===== src/rtl/pps_pkg.sv =====
// Shared constants, codes and control structs of the ping probe sequencer.
// Used by the controller, the datapath, the divider and the top level.
package pps_pkg;

    localparam int MAX_PROBES = 8;
    localparam int IDX_W      = (MAX_PROBES > 1) ? $clog2(MAX_PROBES) : 1;
    localparam int CNT_W      = $clog2(MAX_PROBES + 1);
    localparam int SUM_W      = 16 + IDX_W;
    localparam int DIVC_W     = $clog2(SUM_W + 1);

    // Event modes.
    localparam logic [2:0] MODE_TICK    = 3'd0;
    localparam logic [2:0] MODE_OUTCOME = 3'd1;
    localparam logic [2:0] MODE_REPLY   = 3'd2;
    localparam logic [2:0] MODE_START   = 3'd3;
    localparam logic [2:0] MODE_STOP    = 3'd4;

    // Engine phases.
    localparam logic [1:0] PH_IDLE     = 2'd0;
    localparam logic [1:0] PH_AWAIT    = 2'd1;
    localparam logic [1:0] PH_WAIT     = 2'd2;
    localparam logic [1:0] PH_REPORTED = 2'd3;

    // Probe table entry status.
    localparam logic [1:0] ST_EMPTY = 2'd0;
    localparam logic [1:0] ST_SENT  = 2'd1;
    localparam logic [1:0] ST_OK    = 2'd2;
    localparam logic [1:0] ST_FAIL  = 2'd3;

    // Result kinds.
    localparam logic [1:0] RK_NONE   = 2'd0;
    localparam logic [1:0] RK_SEND   = 2'd1;
    localparam logic [1:0] RK_REPORT = 2'd2;

    // Configuration register indexes.
    localparam logic [1:0] CFG_TARGET   = 2'd0;
    localparam logic [1:0] CFG_COUNT    = 2'd1;
    localparam logic [1:0] CFG_INTERVAL = 2'd2;

    localparam logic [3:0]  PROBE_COUNT_RST = 4'd5;
    localparam logic [7:0]  INTERVAL_RST    = 8'd10;
    localparam logic [7:0]  TICK_MAX        = 8'hFF;
    localparam logic [15:0] RTT_NONE        = 16'hFFFF;
    localparam logic [15:0] FAIL_MARK       = 16'hFFFF;

    typedef struct packed {
        logic load;
        logic exec;
        logic search;
        logic scan;
        logic report;
        logic emit;
    } pps_cmd_t;

    typedef struct packed {
        logic need_scan;
        logic need_search;
        logic hit;
        logic walk_last;
        logic scan_last;
    } pps_stat_t;

endpackage


===== src/rtl/pps_div.sv =====
// Restoring divider, one quotient bit per cycle, for the mean RTT.
// Depends on pps_pkg for the operand widths.
module pps_div
    import pps_pkg::*;
(
    input  logic             clk,
    input  logic             rst_n,
    input  logic             start,
    input  logic [SUM_W-1:0] dividend,
    input  logic [CNT_W-1:0] divisor,
    output logic             done,
    output logic [SUM_W-1:0] quotient
);

    logic              busy_reg, busy_next;
    logic              done_reg, done_next;
    logic [DIVC_W-1:0] cnt_reg, cnt_next;
    logic [CNT_W-1:0]  rem_reg, rem_next;
    logic [SUM_W-1:0]  quo_reg, quo_next;
    logic [CNT_W:0]    partial;
    logic [CNT_W:0]    diff;

    assign partial = {rem_reg, quo_reg[SUM_W-1]};
    assign diff    = partial - {1'b0, divisor};

    always_comb
    begin
        busy_next = busy_reg;
        done_next = 1'b0;
        cnt_next  = cnt_reg;
        rem_next  = rem_reg;
        quo_next  = quo_reg;
        if (start)
        begin
            busy_next = 1'b1;
            cnt_next  = DIVC_W'(SUM_W);
            rem_next  = '0;
            quo_next  = dividend;
        end
        else if (busy_reg)
        begin
            if (partial >= {1'b0, divisor})
            begin
                rem_next = diff[CNT_W-1:0];
                quo_next = {quo_reg[SUM_W-2:0], 1'b1};
            end
            else
            begin
                rem_next = partial[CNT_W-1:0];
                quo_next = {quo_reg[SUM_W-2:0], 1'b0};
            end
            cnt_next = cnt_reg - 1'b1;
            if (cnt_reg == DIVC_W'(1))
            begin
                busy_next = 1'b0;
                done_next = 1'b1;
            end
        end
    end

    always_ff @(posedge clk or negedge rst_n)
    begin
        if (!rst_n)
        begin
            busy_reg <= 1'b0;
            done_reg <= 1'b0;
            cnt_reg  <= '0;
        end
        else
        begin
            busy_reg <= busy_next;
            done_reg <= done_next;
            cnt_reg  <= cnt_next;
        end
    end

    always_ff @(posedge clk)
    begin
        rem_reg <= rem_next;
        quo_reg <= quo_next;
    end

    assign done     = done_reg;
    assign quotient = quo_reg;

endmodule


===== src/rtl/pps_ctrl.sv =====
// Sequencing state machine: decodes a request, walks the probe table for
// replies and reports, and starts the divider. Depends on pps_pkg.
module pps_ctrl
    import pps_pkg::*;
(
    input  logic      clk,
    input  logic      rst_n,
    input  logic      start,
    input  pps_stat_t stat,
    input  logic      div_done,
    output pps_cmd_t  cmd,
    output logic      div_start,
    output logic      busy,
    output logic      done
);

    localparam logic [2:0] S_IDLE   = 3'd0;
    localparam logic [2:0] S_EXEC   = 3'd1;
    localparam logic [2:0] S_SEARCH = 3'd2;
    localparam logic [2:0] S_SCAN   = 3'd3;
    localparam logic [2:0] S_DIVGO  = 3'd4;
    localparam logic [2:0] S_DIV    = 3'd5;

    logic [2:0] state_reg, state_next;
    logic       done_reg, done_next;

    always_comb
    begin
        state_next = state_reg;
        done_next  = 1'b0;
        cmd        = '0;
        div_start  = 1'b0;
        unique case (state_reg)
            S_IDLE:
            begin
                if (start)
                begin
                    cmd.load   = 1'b1;
                    state_next = S_EXEC;
                end
            end
            S_EXEC:
            begin
                cmd.exec = 1'b1;
                if (stat.need_scan)
                begin
                    state_next = S_SCAN;
                end
                else if (stat.need_search)
                begin
                    state_next = S_SEARCH;
                end
                else
                begin
                    cmd.emit   = 1'b1;
                    done_next  = 1'b1;
                    state_next = S_IDLE;
                end
            end
            S_SEARCH:
            begin
                cmd.search = 1'b1;
                if (stat.hit || stat.walk_last)
                begin
                    cmd.emit   = 1'b1;
                    done_next  = 1'b1;
                    state_next = S_IDLE;
                end
            end
            S_SCAN:
            begin
                cmd.scan = 1'b1;
                if (stat.scan_last)
                begin
                    state_next = S_DIVGO;
                end
            end
            S_DIVGO:
            begin
                div_start  = 1'b1;
                state_next = S_DIV;
            end
            S_DIV:
            begin
                if (div_done)
                begin
                    cmd.report = 1'b1;
                    cmd.emit   = 1'b1;
                    done_next  = 1'b1;
                    state_next = S_IDLE;
                end
            end
            default:
            begin
                state_next = S_IDLE;
            end
        endcase
    end

    always_ff @(posedge clk or negedge rst_n)
    begin
        if (!rst_n)
        begin
            state_reg <= S_IDLE;
            done_reg  <= 1'b0;
        end
        else
        begin
            state_reg <= state_next;
            done_reg  <= done_next;
        end
    end

    assign busy = (state_reg != S_IDLE);
    assign done = done_reg;

    // A result appears only as the machine returns to idle.
    a_done_idle: assert property (@(posedge clk) disable iff (!rst_n)
        done_reg |-> state_reg == S_IDLE)
        else $error("result strobe outside idle");

    // An accepted request is always decoded in the next cycle.
    a_accept_exec: assert property (@(posedge clk) disable iff (!rst_n)
        (start && state_reg == S_IDLE) |=> state_reg == S_EXEC)
        else $error("accepted request not decoded");

endmodule


===== src/rtl/pps_dp.sv =====
// Datapath: configuration, engine state, the probe table, report
// accumulators and the result registers. Depends on pps_pkg.
module pps_dp
    import pps_pkg::*;
(
    input  logic             clk,
    input  logic             rst_n,
    input  pps_cmd_t         cmd,
    output pps_stat_t        stat,
    input  logic             cfg_we,
    input  logic [1:0]       cfg_index,
    input  logic [31:0]      cfg_data,
    input  logic [2:0]       mode,
    input  logic [15:0]      now_ms,
    input  logic [15:0]      seq_or_id,
    input  logic             send_failed,
    input  logic             reply_valid,
    output logic [SUM_W-1:0] div_dividend,
    output logic [CNT_W-1:0] div_divisor,
    input  logic [SUM_W-1:0] div_quotient,
    output logic [1:0]       result_kind,
    output logic [31:0]      send_address,
    output logic [3:0]       probes_counted,
    output logic [3:0]       probes_lost,
    output logic [15:0]      rtt_min,
    output logic [15:0]      rtt_max,
    output logic [15:0]      rtt_avg,
    output logic [1:0]       engine_phase
);

    // Configuration.
    logic [31:0] target_reg;
    logic [3:0]  count_reg;
    logic [7:0]  interval_reg;

    // Latched request.
    logic [2:0]  mode_reg;
    logic [15:0] now_reg;
    logic [15:0] sid_reg;
    logic        failed_reg;
    logic        valid_reg;

    // Engine state.
    logic [1:0]       phase_reg, phase_next;
    logic             enabled_reg, enabled_next;
    logic [IDX_W-1:0] pidx_reg, pidx_next;
    logic [7:0]       tick_reg, tick_next;

    // Probe table; only the status has a reset, the rest is read only
    // where the status says the entry was written.
    logic [1:0]  status_reg [MAX_PROBES];
    logic [15:0] seq_reg    [MAX_PROBES];
    logic [15:0] time_reg   [MAX_PROBES];
    logic [15:0] rtt_reg    [MAX_PROBES];

    // Walk and report accumulators.
    logic [IDX_W-1:0] walk_reg;
    logic [CNT_W-1:0] counted_reg;
    logic [CNT_W-1:0] ok_reg;
    logic [15:0]      min_reg;
    logic [15:0]      max_reg;
    logic [SUM_W-1:0] sum_reg;

    // Result registers.
    logic [1:0]  rk_reg;
    logic [31:0] addr_reg;
    logic [3:0]  cnt_out_reg;
    logic [3:0]  lost_out_reg;
    logic [15:0] min_out_reg;
    logic [15:0] max_out_reg;
    logic [15:0] avg_out_reg;

    logic [CNT_W-1:0] run_len;
    logic [7:0]       tick_inc;
    logic             interval_end;
    logic             last_probe;
    logic             in_wait;
    logic             issue;
    logic             tick_report;
    logic [1:0]       walk_status;
    logic             hit;
    logic             table_empty;
    logic [1:0]       emit_kind;
    logic [CNT_W-1:0] lost;
    logic [15:0]      rtt_now;
    logic [15:0]      walk_rtt;

    always_comb
    begin
        if (count_reg == 4'd0)
        begin
            run_len = CNT_W'(1);
        end
        else if ({{(CNT_W+4){1'b0}}, count_reg} > (CNT_W+8)'(MAX_PROBES))
        begin
            run_len = CNT_W'(MAX_PROBES);
        end
        else
        begin
            run_len = CNT_W'(count_reg);
        end
    end

    assign tick_inc     = (tick_reg == TICK_MAX) ? TICK_MAX : tick_reg + 8'd1;
    assign interval_end = (tick_inc >= interval_reg);
    assign last_probe   = ({1'b0, pidx_reg} + 1'b1) >= (IDX_W+1)'(run_len);
    assign in_wait      = (phase_reg == PH_WAIT) && (mode_reg == MODE_TICK);
    assign tick_report  = in_wait && interval_end && last_probe;
    assign issue        = (mode_reg == MODE_START) ||
                          (in_wait && interval_end && !last_probe);

    assign walk_status = status_reg[walk_reg];
    assign hit         = (walk_status == ST_SENT) && (seq_reg[walk_reg] == sid_reg);
    assign rtt_now     = now_reg - time_reg[walk_reg];
    assign walk_rtt    = rtt_reg[walk_reg];
    assign lost        = counted_reg - ok_reg;

    always_comb
    begin
        table_empty = 1'b1;
        for (int i = 0; i < MAX_PROBES; i++)
        begin
            if (status_reg[i] != ST_EMPTY)
            begin
                table_empty = 1'b0;
            end
        end
    end

    assign stat.need_scan   = tick_report;
    assign stat.need_search = (mode_reg == MODE_REPLY) && valid_reg;
    assign stat.hit         = hit;
    assign stat.walk_last   = (walk_reg == IDX_W'(MAX_PROBES - 1));
    assign stat.scan_last   = ({1'b0, walk_reg} == (IDX_W+1)'(run_len - 1'b1));

    // Engine state updates for a decoded request and for the report.
    always_comb
    begin
        phase_next   = phase_reg;
        enabled_next = enabled_reg;
        pidx_next    = pidx_reg;
        tick_next    = tick_reg;
        if (cmd.exec)
        begin
            unique case (mode_reg)
                MODE_TICK:
                begin
                    if (phase_reg == PH_WAIT)
                    begin
                        tick_next = tick_inc;
                        if (interval_end && !last_probe)
                        begin
                            pidx_next  = pidx_reg + 1'b1;
                            tick_next  = '0;
                            phase_next = PH_AWAIT;
                        end
                    end
                end
                MODE_OUTCOME:
                begin
                    if (phase_reg == PH_AWAIT)
                    begin
                        phase_next = PH_WAIT;
                    end
                end
                MODE_START:
                begin
                    enabled_next = 1'b1;
                    pidx_next    = '0;
                    tick_next    = '0;
                    phase_next   = PH_AWAIT;
                end
                MODE_STOP:
                begin
                    enabled_next = 1'b0;
                    if (phase_reg == PH_REPORTED)
                    begin
                        phase_next = PH_IDLE;
                    end
                end
                default:
                begin
                end
            endcase
        end
        else if (cmd.report)
        begin
            phase_next = enabled_reg ? PH_REPORTED : PH_IDLE;
        end
    end

    always_ff @(posedge clk or negedge rst_n)
    begin
        if (!rst_n)
        begin
            target_reg   <= '0;
            count_reg    <= PROBE_COUNT_RST;
            interval_reg <= INTERVAL_RST;
            phase_reg    <= PH_IDLE;
            enabled_reg  <= 1'b0;
            pidx_reg     <= '0;
            tick_reg     <= '0;
            for (int i = 0; i < MAX_PROBES; i++)
            begin
                status_reg[i] <= ST_EMPTY;
            end
        end
        else
        begin
            if (cfg_we)
            begin
                unique case (cfg_index)
                    CFG_TARGET:   target_reg   <= cfg_data;
                    CFG_COUNT:    count_reg    <= cfg_data[3:0];
                    CFG_INTERVAL: interval_reg <= cfg_data[7:0];
                    default:
                    begin
                    end
                endcase
            end
            phase_reg   <= phase_next;
            enabled_reg <= enabled_next;
            pidx_reg    <= pidx_next;
            tick_reg    <= tick_next;
            if ((cmd.exec && mode_reg == MODE_START) || cmd.report)
            begin
                for (int i = 0; i < MAX_PROBES; i++)
                begin
                    status_reg[i] <= ST_EMPTY;
                end
            end
            else if (cmd.exec && mode_reg == MODE_OUTCOME && phase_reg == PH_AWAIT)
            begin
                status_reg[pidx_reg] <= failed_reg ? ST_FAIL : ST_SENT;
            end
            else if (cmd.search && hit)
            begin
                status_reg[walk_reg] <= ST_OK;
            end
        end
    end

    // Table payload, request latch, walk and accumulators.
    always_ff @(posedge clk)
    begin
        if (cmd.load)
        begin
            mode_reg   <= mode;
            now_reg    <= now_ms;
            sid_reg    <= seq_or_id;
            failed_reg <= send_failed;
            valid_reg  <= reply_valid;
        end
        if (cmd.exec && mode_reg == MODE_OUTCOME && phase_reg == PH_AWAIT)
        begin
            seq_reg[pidx_reg]  <= failed_reg ? FAIL_MARK : sid_reg;
            time_reg[pidx_reg] <= failed_reg ? FAIL_MARK : now_reg;
        end
        if (cmd.search && hit)
        begin
            rtt_reg[walk_reg] <= rtt_now;
        end
        if (cmd.exec)
        begin
            walk_reg    <= '0;
            counted_reg <= '0;
            ok_reg      <= '0;
            min_reg     <= RTT_NONE;
            max_reg     <= '0;
            sum_reg     <= '0;
        end
        else if (cmd.search)
        begin
            walk_reg <= walk_reg + 1'b1;
        end
        else if (cmd.scan)
        begin
            walk_reg <= walk_reg + 1'b1;
            if (walk_status == ST_SENT)
            begin
                counted_reg <= counted_reg + 1'b1;
            end
            else if (walk_status == ST_OK)
            begin
                counted_reg <= counted_reg + 1'b1;
                ok_reg      <= ok_reg + 1'b1;
                sum_reg     <= sum_reg + SUM_W'(walk_rtt);
                if (walk_rtt < min_reg)
                begin
                    min_reg <= walk_rtt;
                end
                if (walk_rtt > max_reg)
                begin
                    max_reg <= walk_rtt;
                end
            end
        end
    end

    always_comb
    begin
        if (cmd.report)
        begin
            emit_kind = RK_REPORT;
        end
        else if (cmd.exec && issue)
        begin
            emit_kind = RK_SEND;
        end
        else
        begin
            emit_kind = RK_NONE;
        end
    end

    always_ff @(posedge clk)
    begin
        if (cmd.emit)
        begin
            rk_reg       <= emit_kind;
            addr_reg     <= (emit_kind == RK_SEND) ? target_reg : 32'd0;
            cnt_out_reg  <= '0;
            lost_out_reg <= '0;
            min_out_reg  <= '0;
            max_out_reg  <= '0;
            avg_out_reg  <= '0;
            if (emit_kind == RK_REPORT)
            begin
                cnt_out_reg  <= 4'(counted_reg);
                lost_out_reg <= 4'(lost);
                min_out_reg  <= min_reg;
                max_out_reg  <= max_reg;
                avg_out_reg  <= (ok_reg == '0) ? 16'd0 : div_quotient[15:0];
            end
        end
    end

    assign div_dividend   = sum_reg;
    assign div_divisor    = ok_reg;
    assign result_kind    = rk_reg;
    assign send_address   = addr_reg;
    assign probes_counted = cnt_out_reg;
    assign probes_lost    = lost_out_reg;
    assign rtt_min        = min_out_reg;
    assign rtt_max        = max_out_reg;
    assign rtt_avg        = avg_out_reg;
    assign engine_phase   = phase_reg;

    // A report always leaves the table empty.
    a_report_clears: assert property (@(posedge clk) disable iff (!rst_n)
        cmd.report |=> table_empty)
        else $error("probe table not cleared by report");

    // A matched reply marks the entry it was found in as answered.
    a_hit_marks: assert property (@(posedge clk) disable iff (!rst_n)
        (cmd.search && hit) |=> status_reg[$past(walk_reg)] == ST_OK)
        else $error("matched entry not marked answered");

    // The mean of answered probes lies between their extremes.
    a_avg_bounds: assert property (@(posedge clk) disable iff (!rst_n)
        (cmd.report && ok_reg != '0) |=>
            (avg_out_reg >= min_out_reg && avg_out_reg <= max_out_reg))
        else $error("mean RTT outside min and max");

endmodule


===== src/rtl/ping_probe_sequencer_top.sv =====
// Top level of the ping probe sequencer: controller, datapath and divider.
// Depends on pps_pkg, pps_ctrl, pps_dp and pps_div.
//
// A request is taken when start is high and busy is low. Exactly one result
// follows for every request. It is shown for a single cycle with done high,
// and the receiver has no way to hold it off. Ticks that do not end the run,
// send outcomes, start, stop, unused modes and invalid echo replies pass
// from the idle state through the decode state back to idle. A valid echo
// reply walks the probe table one entry per cycle until the first match or
// the last entry. A tick that ends the run walks the run's entries one per
// cycle. It then divides the RTT sum in a bit-serial divider, one quotient
// bit per cycle. A new request may be taken in the same cycle in which done
// is high. Configuration writes are taken at once.
module ping_probe_sequencer_top
    import pps_pkg::*;
(
    input  logic        clk,
    input  logic        rst_n,
    input  logic        start,
    output logic        busy,
    output logic        done,
    input  logic        cfg_we,
    input  logic [1:0]  cfg_index,
    input  logic [31:0] cfg_data,
    input  logic [2:0]  mode,
    input  logic [15:0] now_ms,
    input  logic [15:0] seq_or_id,
    input  logic        send_failed,
    input  logic        reply_valid,
    output logic [1:0]  result_kind,
    output logic [31:0] send_address,
    output logic [3:0]  probes_counted,
    output logic [3:0]  probes_lost,
    output logic [15:0] rtt_min,
    output logic [15:0] rtt_max,
    output logic [15:0] rtt_avg,
    output logic [1:0]  engine_phase
);

    pps_cmd_t         cmd;
    pps_stat_t        stat;
    logic             div_start;
    logic             div_done;
    logic [SUM_W-1:0] div_dividend;
    logic [CNT_W-1:0] div_divisor;
    logic [SUM_W-1:0] div_quotient;

    pps_ctrl u_ctrl (
        .clk       (clk),
        .rst_n     (rst_n),
        .start     (start),
        .stat      (stat),
        .div_done  (div_done),
        .cmd       (cmd),
        .div_start (div_start),
        .busy      (busy),
        .done      (done)
    );

    pps_dp u_dp (
        .clk            (clk),
        .rst_n          (rst_n),
        .cmd            (cmd),
        .stat           (stat),
        .cfg_we         (cfg_we),
        .cfg_index      (cfg_index),
        .cfg_data       (cfg_data),
        .mode           (mode),
        .now_ms         (now_ms),
        .seq_or_id      (seq_or_id),
        .send_failed    (send_failed),
        .reply_valid    (reply_valid),
        .div_dividend   (div_dividend),
        .div_divisor    (div_divisor),
        .div_quotient   (div_quotient),
        .result_kind    (result_kind),
        .send_address   (send_address),
        .probes_counted (probes_counted),
        .probes_lost    (probes_lost),
        .rtt_min        (rtt_min),
        .rtt_max        (rtt_max),
        .rtt_avg        (rtt_avg),
        .engine_phase   (engine_phase)
    );

    pps_div u_div (
        .clk      (clk),
        .rst_n    (rst_n),
        .start    (div_start),
        .dividend (div_dividend),
        .divisor  (div_divisor),
        .done     (div_done),
        .quotient (div_quotient)
    );

endmodule


===== config.mk =====
export PLATFORM = sky130hd
export DESIGN_NAME = ping_probe_sequencer_top
export DESIGN_NICKNAME = d
export VERILOG_FILES = /design/src/rtl/pps_pkg.sv /design/src/rtl/pps_div.sv /design/src/rtl/pps_ctrl.sv /design/src/rtl/pps_dp.sv /design/src/rtl/ping_probe_sequencer_top.sv
export SDC_FILE = /design/constraint.sdc
export NUM_CORES = 1
export LEC_CHECK = 0
export ABC_AREA = 1
export BUFFER_PORTS_ARGS = -buffer_cell sky130_fd_sc_hd__buf_2
export CORE_UTILIZATION = 50
export CTS_CLUSTER_DIAMETER = 80
export DETAILED_ROUTE_END_ITERATION = 6
export PLACE_DENSITY = 0.7
export SLEW_MARGIN = 20
export SYNTH_ARGS = -nofsm -noshare
export SYNTH_HDL_FRONTEND = slang
export SYNTH_SLANG_ARGS = --single-unit
export TNS_END_PERCENT = 30

===== constraint.sdc =====
create_clock -name clk -period 6.7 [get_ports clk]
set_input_delay 1.675 -clock clk [delete_from_list [all_inputs] [get_ports clk]]
set_output_delay 1.675 -clock clk [all_outputs]
set_load 0.05 [all_outputs]

== After elaboration in Yosys (flattened, before gate mapping) ==
Memory sizes are Yosys's and may differ from the RTL's. A register that Yosys moved wholly into a read port is not among the register bits.
Index checks and enable logic that the tools add are counted.

* Add/sub/neg operators: 12
* $lt $le $gt $ge: 10
* Eq/ne operators: 34
* Muxes and demuxes: 81
* Bitwise operators: 8
* Reductions and logical operators: 44

{| class="wikitable"
|+ Operators by type and width
! cell !! number
|-
| $mux W16 || 5
|-
| $mux W3 || 14
|-
| $mux W19 || 2
|-
| $mux W2 || 16
|-
| $mux W8 || 3
|-
| $mux W1 || 23
|-
| $mux W4 || 5
|-
| $add A19 B16 Y19 || 1
|-
| $pmux W3 S6 || 1
|-
| $bwmux W16 || 1
|-
| $eq A16 B16 Y1 || 1
|-
| $gt A16 B16 Y1 || 1
|-
| $lt A16 B16 Y1 || 1
|-
| $pmux W8 S2 || 1
|-
| $sub A16 B16 Y16 || 1
|-
| $logic_and A1 B1 Y1 || 14
|-
| $demux W2 S3 || 2
|-
| $eq A3 B2 Y1 const B || 4
|-
| $eq A3 B3 Y1 const B || 4
|-
| $ne A3 B3 Y1 const B || 4
|-
| $reduce_and A4 Y1 || 3
|-
| $reduce_bool A2 Y1 || 6
|-
| $eq A2 B2 Y1 const B || 5
|-
| $mux W5 || 2
|-
| 42 further kinds || 69
|}

* Register bits: 297
* Bits in writable memories: 384
* Bits of input ports: 75
* Word-level logic and storage cells: 232
* Memories: 3

{| class="wikitable"
|+ Memories
! memory !! depth !! bits a word !! read ports !! clocked after Yosys merged registers in !! write ports !! line !! text
|-
| u_dp.rtt_reg || 8 || 16 || 1 || 1 || 1 || pps_dp.sv:54 || <nowiki>logic [15:0] rtt_reg [MAX_PROBES];</nowiki>
|-
| u_dp.seq_reg || 8 || 16 || 1 || 1 || 1 || pps_dp.sv:52 || <nowiki>logic [15:0] seq_reg [MAX_PROBES];</nowiki>
|-
| u_dp.time_reg || 8 || 16 || 1 || 1 || 1 || pps_dp.sv:53 || <nowiki>logic [15:0] time_reg [MAX_PROBES];</nowiki>
|}

== Logic depth before layout (Yosys ltp) ==
Gate-level depths: netlist of run 1.

* Depth in word-level cells: 13
* Gate-level depth with buffers: 23
* Mapped depth without buffers: 23

== Cells and area by module ==
Synthesis of run 1 repeated with hierarchy kept, for this count alone.

* Cells, all modules: 3002
* Area, all modules: 30693.2 sq um

{| class="wikitable"
|+ Modules (own cells, without submodules)
! module !! times used !! cells an instance !! area each (sq um) !! sequential area each (sq um)
|-
| pps_dp || 1 || 2788 || 28885.2 || 18502.7
|-
| pps_div || 1 || 166 || 1465.2 || 825.8
|-
| pps_ctrl || 1 || 48 || 342.8 || 100.1
|}

== Least setup slack after synthesis of run 1 ==
Ideal clock, no wire load.

* Path kind: register to register
* From: register u_dp.tick_reg[0]
* To: register u_ctrl.done_reg, in the netlist u_ctrl.done
* Library setup time: 573 ps
* Arrival: 6410 ps
* Slack: -282 ps
* Stages on the path, launching flop included: 20
* Buffers on the path: 0
* Period minus slack after synthesis: 6982 ps
* Cell sequence: dfrtp_1 ha_1 nand2_1 nor2_1 inv_1 nor2_1 nand2_1 nor2_1 inv_1 nor2_1 inv_1 o21ai_0 ha_1 a21oi_1 o21ai_0 a21oi_1 o41ai_1 nand4_1 nand2_1 o211ai_1

* Cells in the longest elaborated chain, start to end: 7
* Elaborated cells between the ends (all ways): 8

{| class="wikitable"
|+ RTL lines
! item !! line !! text
|-
| from (decl) || pps_dp.sv:47 || <nowiki>logic [7:0] tick_reg, tick_next;</nowiki>
|-
| from (signal assigned) || pps_dp.sv:224 || <nowiki>tick_reg <= tick_next;</nowiki>
|-
| $add A8 B1 Y8 / $eq A8 B8 Y1 (equally long branches) || pps_dp.sv:104 || <nowiki>assign tick_inc = (tick_reg == TICK_MAX) ? TICK_MAX : tick_reg + 8'd1;</nowiki>
|-
| $mux W8 (*) || pps_dp.sv:104 ||
|-
| $ge A8 B8 Y1 (*) || pps_dp.sv:105 || <nowiki>assign interval_end = (tick_inc >= interval_reg);</nowiki>
|-
| $logic_and A1 B1 Y1 (*) (2 in a row) || pps_dp.sv:108 || <nowiki>assign tick_report = in_wait && interval_end && last_probe;</nowiki>
|-
| $mux W1 (*) || pps_ctrl.sv:45 || <nowiki>if (stat.need_scan)</nowiki>
|-
| $pmux W1 S3 (*) || pps_ctrl.sv:33 || <nowiki>unique case (state_reg)</nowiki>
|-
| to (signal assigned) || pps_ctrl.sv:110 || <nowiki>done_reg <= done_next;</nowiki>
|-
| to (decl) || pps_ctrl.sv:25 || <nowiki>logic done_reg, done_next;</nowiki>
|}

Mark *: on every way between the ends. The rest lies on a longest branch, timed or not.
A chain may end at the register's enable or synchronous reset.

==> results.yml, run 1 <==
global_route:
  track_usage_pct: 22.9
  antenna_found_initial: 0
  grt_max_degree: 125
  grt_first_pass_wirelength_um: 112000
  overflow: 0
  grt_pass1_vias: 21100
worst_setup_path:
  path_max_fanout: 87
  crit_type: "flip-flop to flip-flop"
  worstSetupEndpointType: "flip-flop"
  worstPathArrival_ns: 5.82
  start_kind: "flip-flop"
  cp.required_ns: 7.17
floorplanning:
  initial_utilization_pct: 51.1
  die_area_um2: 61700
  die_y_um: 248
  fp.dieW_um: 248
  rows: 89
  io_pins: 169
  core_area_um2: 59500
pwr:
  peakVddDrop_mv: 0.278
  fin_total_pwr_mw: 16.2
  leakagePower_nw: 14.2
  powerDensity_nw_per_um2: 471
place:
  port_buffers: 168
  place_inst: 3792
  place_congestion: 0.894
  hpwl_um: 43400
cts:
  clk_latency_ns: 0.63
  clkTransAtPathRegs_ns: 0.06
  cts_root_buf: "clkbuf_16"
  cts_setup_buffers: 0
  cts_tree: "done"
  cts_resized: 0
  clock_sinks: 684
  htreeDepth: 3
  cts_buffers: 71
  cts_buffer_depth: 3
  postCtsHoldBufs: 0
timing:
  hold_viol_final: 0
  skew_ns: 0.0394
  setup_violations: 0
  period_share_pct: 79.9
  finalMaxSlewViolations: 0
  rsz0062_at_grt: "no"
  holdWs_ns: 0.460
  worst_slew_pin_slew_ns: 1.11
  max_slew_margin_pct: 25.4
  period_minus_slack_ns: 5.36
  clock.fmax_mhz: 187
synth:
  synth_area_per_cell_um2: 10.4
  synthTopCellsByCount: "530 x edfxtp_1, 462 x nand2_1, 449 x nor2_1, 322 x inv_1, 261 x o21ai_0"
  yosys_warnings: 0
  synth_top_cell_by_area: "edfxtp_1"
  synth_fa_ha_area_share_pct: 4.09
  syn_inst: 2934
  synth_top_family_by_area: "simple AND/OR/NAND/NOR gates"
  synth_xor_area_share_pct: 0.923
  mappedNetlistNets: 3106
  synth_top_area_share_pct: 52.4
  synth_compound_area_share_pct: 9.58
  ys_seq_area_share_pct: 64.0
  syn_area_um2: 30400
  synth_area_leaders: "edfxtp_1 52%, dfrtp_1 6.7%, nand2_1 5.7%, nor2_1 5.5%, dfxtp_1 4.5%"
  synth-seq-cells: 684
  synth_edf_count: 530
  ys_types: 51
  async_flop_share_pct: 12.4
  yosys.area_share.simple_pct: 15.4
  synthMuxAreaShare_pct: 0
  ys.flop_type: "edfxtp_1"
  synth.most_common_cell: "edfxtp_1"
cells_and_area:
  nNetsFinal: 3264
  fillers: 4888
  seq_area_um2: 19400
  drive_gt1_share_pct: 11.7
  antenna_cells: 0
  multi_input_area_um2: 9220
  fin_cells: 3921
  area_growth_pct: 13.1
hold_path:
  hp-class: "flip-flop to flip-flop"
  min_from: "u_dp.min_reg[8]$_SDFFE_PP1P_"
drt:
  wl_per_cell_um: 18.1
  drtAntennaViolNets: 0
  viasPerCell: 5.52
  drtPass1Iterations: 5
  vias: 21600
  drt_iter0_drc: 1929
  drc: 0
  wl_um: 70800
run:
  maxCapViolCount: 0
outcome:
  status: "finished clean"
-- per-stage QoR --
stage                     setup TNS [ns]  util [%]  cell area, µm²  setup slack (ns)
final                                  0      57.8           34300              1.34
after CTS                              0      57.7           34300              1.42
after global placement                 0      53.9           32000              1.57
after global routing                   0      57.8           34300             0.912
after floorplan                   -23.42         -           30400            -0.267
after detailed placement               0      53.9           32000              1.41
-- critical path: stages, from the launching register on --
cell and delay [ns]:
dfxtp_4 0.59, buf_4 0.77, buf_4 0.83, nor2_1 0.11, o22ai_1 0.18, nor2_1 0.06, a31oi_1 0.56, ha_1 0.36
nand2_1 0.06, inv_1 0.06, nand3_1 0.07, a31oi_1 0.12, a2111oi_4 0.75, nand2_2 0.39, nand2_1 0.14, nand3_1 0.07
-- per-layer routing --
metal | wire, µm | global-route usage [%] | part of all wire, %
met1 | 29800 | 30.2 | 42
met2 | 34300 | 38.6 | 49
met3 | 4830 | 3.36 | 6.8
met4 | 1780 | 8.27 | 2.5
met5 | 0 | 0 | 0
-- power breakdown --
part           switching [mW]  internal (mW)
clock                    1.65           2.25
sequential              0.325           5.92
combinational            4.50           1.51
-- logic make-up after synthesis --
kind of cell,Yosys count
buf+inv,458
flops,684
simple gates,1141
fa+ha+maj,97
xor+xnor,32
compound gates,522
-- worst paths after layout --
| path | to | slack [ns] | cells past startpoint |
|---|---|---|---|
| setup / recovery | u_dp.min_reg[3]$_SDFFE_PP1P_ | 1.34 | 15 |
| hold / removal | u_dp.min_reg[8]$_SDFFE_PP1P_ | 0.46 | 2 |
| setup reg to reg | u_dp.min_reg[3]$_SDFFE_PP1P_ | 1.34 | 15 |
| hold reg to reg | u_dp.min_reg[8]$_SDFFE_PP1P_ | 0.46 | 2 |
| max in group asynchronous | u_dp.interval_reg[7]$_DFFE_PN0P_ | 4.86 | 2 |
| min in group asynchronous | u_dp.target_reg[18]$_DFFE_PN0P_ | 0.89 | 1 |
-- final cells by class --
| type | instances | share of cell area [%] |
|---|---|---|
| Timing Repair Buffer | 208 | 3.38 |
| Multi-Input combinational cell | 1792 | 26.8 |
| Clock inverter | 39 | 1.21 |
| Inverter | 335 | 3.68 |
| Sequential cell | 684 | 56.6 |
| Tap cell | 773 | 2.82 |
| Clock buffer | 90 | 5.50 |
-- layout by cell type, fill, tap and decap left out, drive strengths merged, types with 21 or more instances in the layout --
master / netlist / routed
dfxtp: 69 / 69
edfxtp: 530 / 530
a21oi: 125 / 125
clkinv: 6 / 34
nand2: 469 / 469
xor2: 21 / 21
clkbuf: 81 / 90
nor2: 453 / 453
o21ai: 265 / 265
o22ai: 39 / 39
dfrtp: 81 / 81
nand3: 153 / 153
a31oi: 30 / 30
ha: 93 / 93
inv: 329 / 331
buf: 42 / 208
(Power assumes the default switching activity.)
==> inputs of run 2 (changes only) <==
==> constraint.sdc (replaced) <==
create_clock -name clk -period 4.75 [get_ports clk]
set_input_delay 1.1875 -clock clk [delete_from_list [all_inputs] [get_ports clk]]
set_output_delay 1.1875 -clock clk [all_outputs]
set_load 0.05 [all_outputs]
==> run 2 against run 1 <==
  * Clock skew shrank 0.011 ns
  * Sequential power grew 40%
  * Global-route usage grew 0.14 points
  * Register-to-register slack got worse by 0.70 ns
  * Design area up 1.3%
  * Non-clock buffer count is 20 higher
  * Largest power group unchanged
  * Via count is 0.22% higher
==> results.yml, run 2 (same netlist as run 1, synthesis figures left out) <==
worst_setup_path:
  max_stage_delay_ns: 0.57
  path_buf_inv: 5
  cp_common_cell: "o21ai_0"
  regToRegSetupSlack_ns: 0.64
  critPathSlowestCell: "clkinv_1"
  start_kind: "flip-flop"
  cp_cell_sequence: "clkinv_1 > buf_4 > o21ai_0 > buf_4 > inv_1 > fa_1 > o21ai_0 > a21oi_1 > o21ai_0 > a21oi_1 > o21ai_0 > nor2_1 > o21ai_0 > inv_1"
  cp.required_ns: 5.25
  worstSetupEndpointType: "flip-flop"
  path_max_fanout: 19
  critPathTopFamily: "compound AO/OA/AOI/OAI gates"
  crit_type: "flip-flop to flip-flop"
  worstPathArrival_ns: 4.61
pwr:
  swShare_pct: 39.3
  peakVddDrop_mv: 0.518
  fin_total_pwr_mw: 23.5
  combPwrFrac_pct: 37.1
  seq_power_share_pct: 37.3
  pwr-share-clk_pct: 25.6
  p_switching_mw: 9.25
  intPower_mw: 14.3
  leakagePower_nw: 14.4
  powerDensity_nw_per_um2: 676
drt:
  drc: 0
  drtPass1Iterations: 6
  drtAntennaViolNets: 0
  viasPerCell: 5.50
  wl_per_cell_um: 18.0
  wl_um: 70900
  vias: 21700
  drt_iter0_drc: 1791
cts:
  cts_root_buf: "clkbuf_16"
  cts_setup_buffers: 0
  cts_buffer_depth: 3
  htreeDepth: 3
  clk_latency_ns: 0.62
  cts_resized: 0
  cts_tree: "done"
  clkTransAtPathRegs_ns: 0.06
  clock_sinks: 684
  postCtsHoldBufs: 0
  cts_buffers: 72
timing:
  finalMaxSlewViolations: 0
  period_minus_slack_ns: 4.11
  skew_ns: 0.0287
  setup_violations: 0
  clock.fmax_mhz: 243
  period_share_pct: 86.5
  max_slew_margin_pct: 29.7
  worst_slew_pin_slew_ns: 1.05
  rsz0062_at_grt: "no"
  hold_viol_final: 0
run:
  maxCapViolCount: 0
cells_and_area:
  fillers: 4826
  nNetsFinal: 3285
  area_growth_pct: 14.6
  fin_area_um2: 34800
  fin_cells: 3946
  layout_common_cells: "530 x edfxtp_1, 461 x nand2_1, 446 x nor2_1"
  drive_gt1_share_pct: 12.6
  antenna_cells: 0
  layout_commonest_cell: "edfxtp_1"
place:
  place_inst: 3812
  port_buffers: 168
  place_congestion: 0.884
  dpl_cell_area_um2: 32200
  hpwl_um: 44700
global_route:
  antenna_found_initial: 0
  grt_pass1_vias: 21200
  grt_max_degree: 92
  track_usage_pct: 23.0
  overflow: 0
  grt_first_pass_wirelength_um: 113000
floorplanning:
  die_area_um2: 61700
  rows: 89
  core_area_um2: 59500
  fp.dieW_um: 248
  initial_utilization_pct: 51.1
  die_y_um: 248
  io_pins: 169
hold_path:
  hp-class: "flip-flop to flip-flop"
outcome:
  status: "finished clean"
==> run 2: layout make-up <==
| cell class | instances | area (µm²) | area share [%] |
|---|---|---|---|
| multi-input combinational | 1792 | 9260 | 26.6 |
| inverter | 335 | 1260 | 3.62 |
| sequential | 684 | 19400 | 55.8 |
| tap | 773 | 967 | 2.78 |
| timing repair buffer | 228 | 1320 | 3.79 |
| clock inverter | 44 | 587 | 1.69 |
| clock buffer | 90 | 1970 | 5.67 |
==> run 2: final timing paths <==
path / endpoint / from / cells past startpoint
max in group asynchronous: u_dp.target_reg[24]$_DFFE_PN0P_ / rst_n / 2
worst min-delay path: u_dp.min_reg[4]$_SDFFE_PP1P_ / u_dp.min_reg[4]$_SDFFE_PP1P_ / 2
worst max register to register: u_dp.div_dividend[14]$_SDFFE_PP0P_ / flip-flop / 14
worst max-delay path: u_dp.div_dividend[14]$_SDFFE_PP0P_ / flip-flop / 14
min in group asynchronous: u_dp.target_reg[16]$_DFFE_PN0P_ / rst_n / 1
worst min register to register: u_dp.min_reg[4]$_SDFFE_PP1P_ / u_dp.min_reg[4]$_SDFFE_PP1P_ / 2
==> run 2: worst min-delay path: stages, from the launching register on <==
cell and delay [ns]:
dfxtp_1 0.32, nand2_1 0.05, nand3_1 0.05
==> run 2: power groups by stage <==
stage	Sequential, mW	Clock, mW	Combinational (mW)
2_1_floorplan	10.1	0	4.84
3_3_place_gp	8.88	0	8.38
3_5_place_dp	8.90	0	8.64
4_1_cts	8.78	6.11	8.69
5_1_grt	8.86	6.34	9.57
6_report	8.77	6.02	8.72
==> run 2: metal layers <==
metal	up-vias	track usage (%)	routed length, µm
li1	10400	-	-
met1	10400	30.4	29800
met2	764	39.4	34700
met3	117	3.27	4530
met4	0	7.10	1760
met5	-	0	0
==> run 2: per-stage QoR <==
| stage | util (%) | setup WS [ns] | TNS, ns | hold WS (ns) |
|---|---|---|---|---|
| final | 58.5 | 0.641 | 0 | 0.460 |
| after global routing | 58.5 | 0.231 | 0 | 0.496 |
| after CTS | 58.5 | 0.680 | 0 | 0.463 |
| after detailed placement | 54.2 | 0.695 | 0 | 0.447 |
| after global placement | 54.2 | 0.672 | 0 | 0.439 |
| after floorplan | - | -2.22 | -211.96 | 0.429 |
==> inputs of run 3 (changes only) <==
==> constraint.sdc (replaced) <==
create_clock -name clk -period 4.75 [get_ports clk]
set_input_delay 0.95 -clock clk [delete_from_list [all_inputs] [get_ports clk]]
set_output_delay 0.95 -clock clk [all_outputs]
set_load 0.05 [all_outputs]
==> run 3 against run 2 <==
  * Via count shrank 0.31%
  * Routed wire length grew 0.60%
  * Clock-buffer cell count grew 3
  * Highest routed layer unchanged
  * Worst setup slack lost 0.054 ns
  * Total power shrank 1.2%
  * Final cell count shrank 0.10%
  * Fmax shrank 1.3%
  * Largest power group unchanged
  * Sequential cell count is the same
  * Die area is the same
  * Global-route usage grew 0.27 points
==> results.yml, run 3 (same netlist as run 1, synthesis figures left out) <==
run:
  maxCapViolCount: 0
drt:
  viasPerCell: 5.49
  drtPass1Iterations: 5
  drtAntennaViolNets: 0
  wl_per_cell_um: 18.1
  wl_um: 71300
  vias: 21600
  drt_iter0_drc: 1564
  drc: 0
hold_path:
  hp-class: "input port to asynchronous set/reset pin"
global_route:
  grt_pass1_vias: 21300
  overflow: 0
  grt_first_pass_wirelength_um: 115000
  track_usage_pct: 23.3
  antenna_found_initial: 0
  grt_max_degree: 92
worst_setup_path:
  worstSetupEndpointType: "flip-flop"
  start_kind: "flip-flop"
  path_max_fanout: 19
  cp.required_ns: 5.27
  crit_type: "flip-flop to flip-flop"
  worstPathArrival_ns: 4.68
cts:
  cts_buffers: 72
  postCtsHoldBufs: 0
  cts_resized: 0
  cts_tree: "done"
  cts_root_buf: "clkbuf_16"
  clock_sinks: 684
  cts_setup_buffers: 0
  htreeDepth: 3
  cts_buffer_depth: 3
  clk_latency_ns: 0.63
  clkTransAtPathRegs_ns: 0.06
timing:
  holdWs_ns: 0.373
  tns_ns: 0
  layout_setup_ws_ns: 0.587
  worst_slew_pin_slew_ns: 0.979
  rsz0062_at_grt: "no"
  period_minus_slack_ns: 4.16
  finalMaxSlewViolations: 0
  setup_violations: 0
  max_slew_margin_pct: 34.4
  clock.fmax_mhz: 240
  period_share_pct: 87.6
  skew_ns: 0.0315
  hold_viol_final: 0
place:
  hpwl_um: 45000
  place_inst: 3812
  place_congestion: 0.886
  port_buffers: 168
  place_ws_ns: 0.666
floorplanning:
  die_area_um2: 61700
  rows: 89
  fp.dieW_um: 248
  initial_utilization_pct: 51.1
  die_y_um: 248
  io_pins: 169
  core_area_um2: 59500
cells_and_area:
  layout_commonest_cell: "edfxtp_1"
  drive_gt1_share_pct: 12.5
  nNetsFinal: 3285
  fin_cells: 3942
  fillers: 4873
  antenna_cells: 0
  layout_common_cells: "530 x edfxtp_1, 461 x nand2_1, 446 x nor2_1"
  area_growth_pct: 14.1
pwr:
  powerDensity_nw_per_um2: 671
  leakagePower_nw: 14.4
  peakVddDrop_mv: 0.526
  fin_total_pwr_mw: 23.2
outcome:
  status: "finished clean"
-- run 3: stage by stage --
stage | area (µm²) | util (%)
after floorplan | 30400 | -
after global placement | 32200 | 54.2
after detailed placement | 32200 | 54.2
after CTS | 34700 | 58.3
after global routing | 34700 | 58.3
final | 34700 | 58.3
-- run 3: critical path, stage by stage, from the launching register on --
cell and delay (ns):
dfxtp_1 0.35, clkinv_1 0.57, buf_4 0.46, o21ai_0 0.38, buf_4 0.23, inv_1 0.06, fa_1 0.42, o21ai_0 0.27
a21oi_1 0.15, o21ai_0 0.44, a21oi_1 0.18, o21ai_0 0.26, nor2_1 0.06, o21ai_0 0.17, inv_1 0.06
-- run 3: area by class of cell --
class	instances	area [µm²]	share of cell area, %
clock inverter	37	460	1.33
timing repair buffer	228	1320	3.81
multi-input combinational	1792	9270	26.7
inverter	335	1260	3.64
sequential	684	19400	56.1
clock buffer	93	1950	5.63
tap	773	967	2.79
-- run 3: metal layers --
layer	routed length, µm	vias up	part of all wire, %	track usage, %
met4	2120	0	3.0	8.41
li1	-	10400	-	-
met5	0	-	0	0
met1	30100	10400	42	30.6
met2	34600	682	49	39.2
met3	4450	153	6.2	3.64
-- run 3: final timing paths --
| check | end | slack, ns | cells past startpoint |
|---|---|---|---|
| min in group clk | u_dp.min_reg[1]$_SDFFE_PP1P_ | 0.46 | 2 |
| max in group asynchronous | u_dp.interval_reg[1]$_DFFE_PN1P_ | 3.40 | 2 |
| max reg2reg | u_dp.div_dividend[14]$_SDFFE_PP0P_ | 0.59 | 14 |
| max | u_dp.div_dividend[14]$_SDFFE_PP0P_ | 0.59 | 14 |
| min | u_dp.target_reg[16]$_DFFE_PN0P_ | 0.37 | 1 |
| min reg2reg | u_dp.min_reg[1]$_SDFFE_PP1P_ | 0.46 | 2 |
-- run 3: power by group --
| group | internal, mW | leakage, nW | switching [mW] | total [mW] |
|---|---|---|---|---|
| clock | 3.41 | 1.18 | 2.32 | 5.73 |
| sequential | 8.35 | 6.44 | 0.433 | 8.78 |
| combinational | 2.29 | 6.73 | 6.45 | 8.73 |
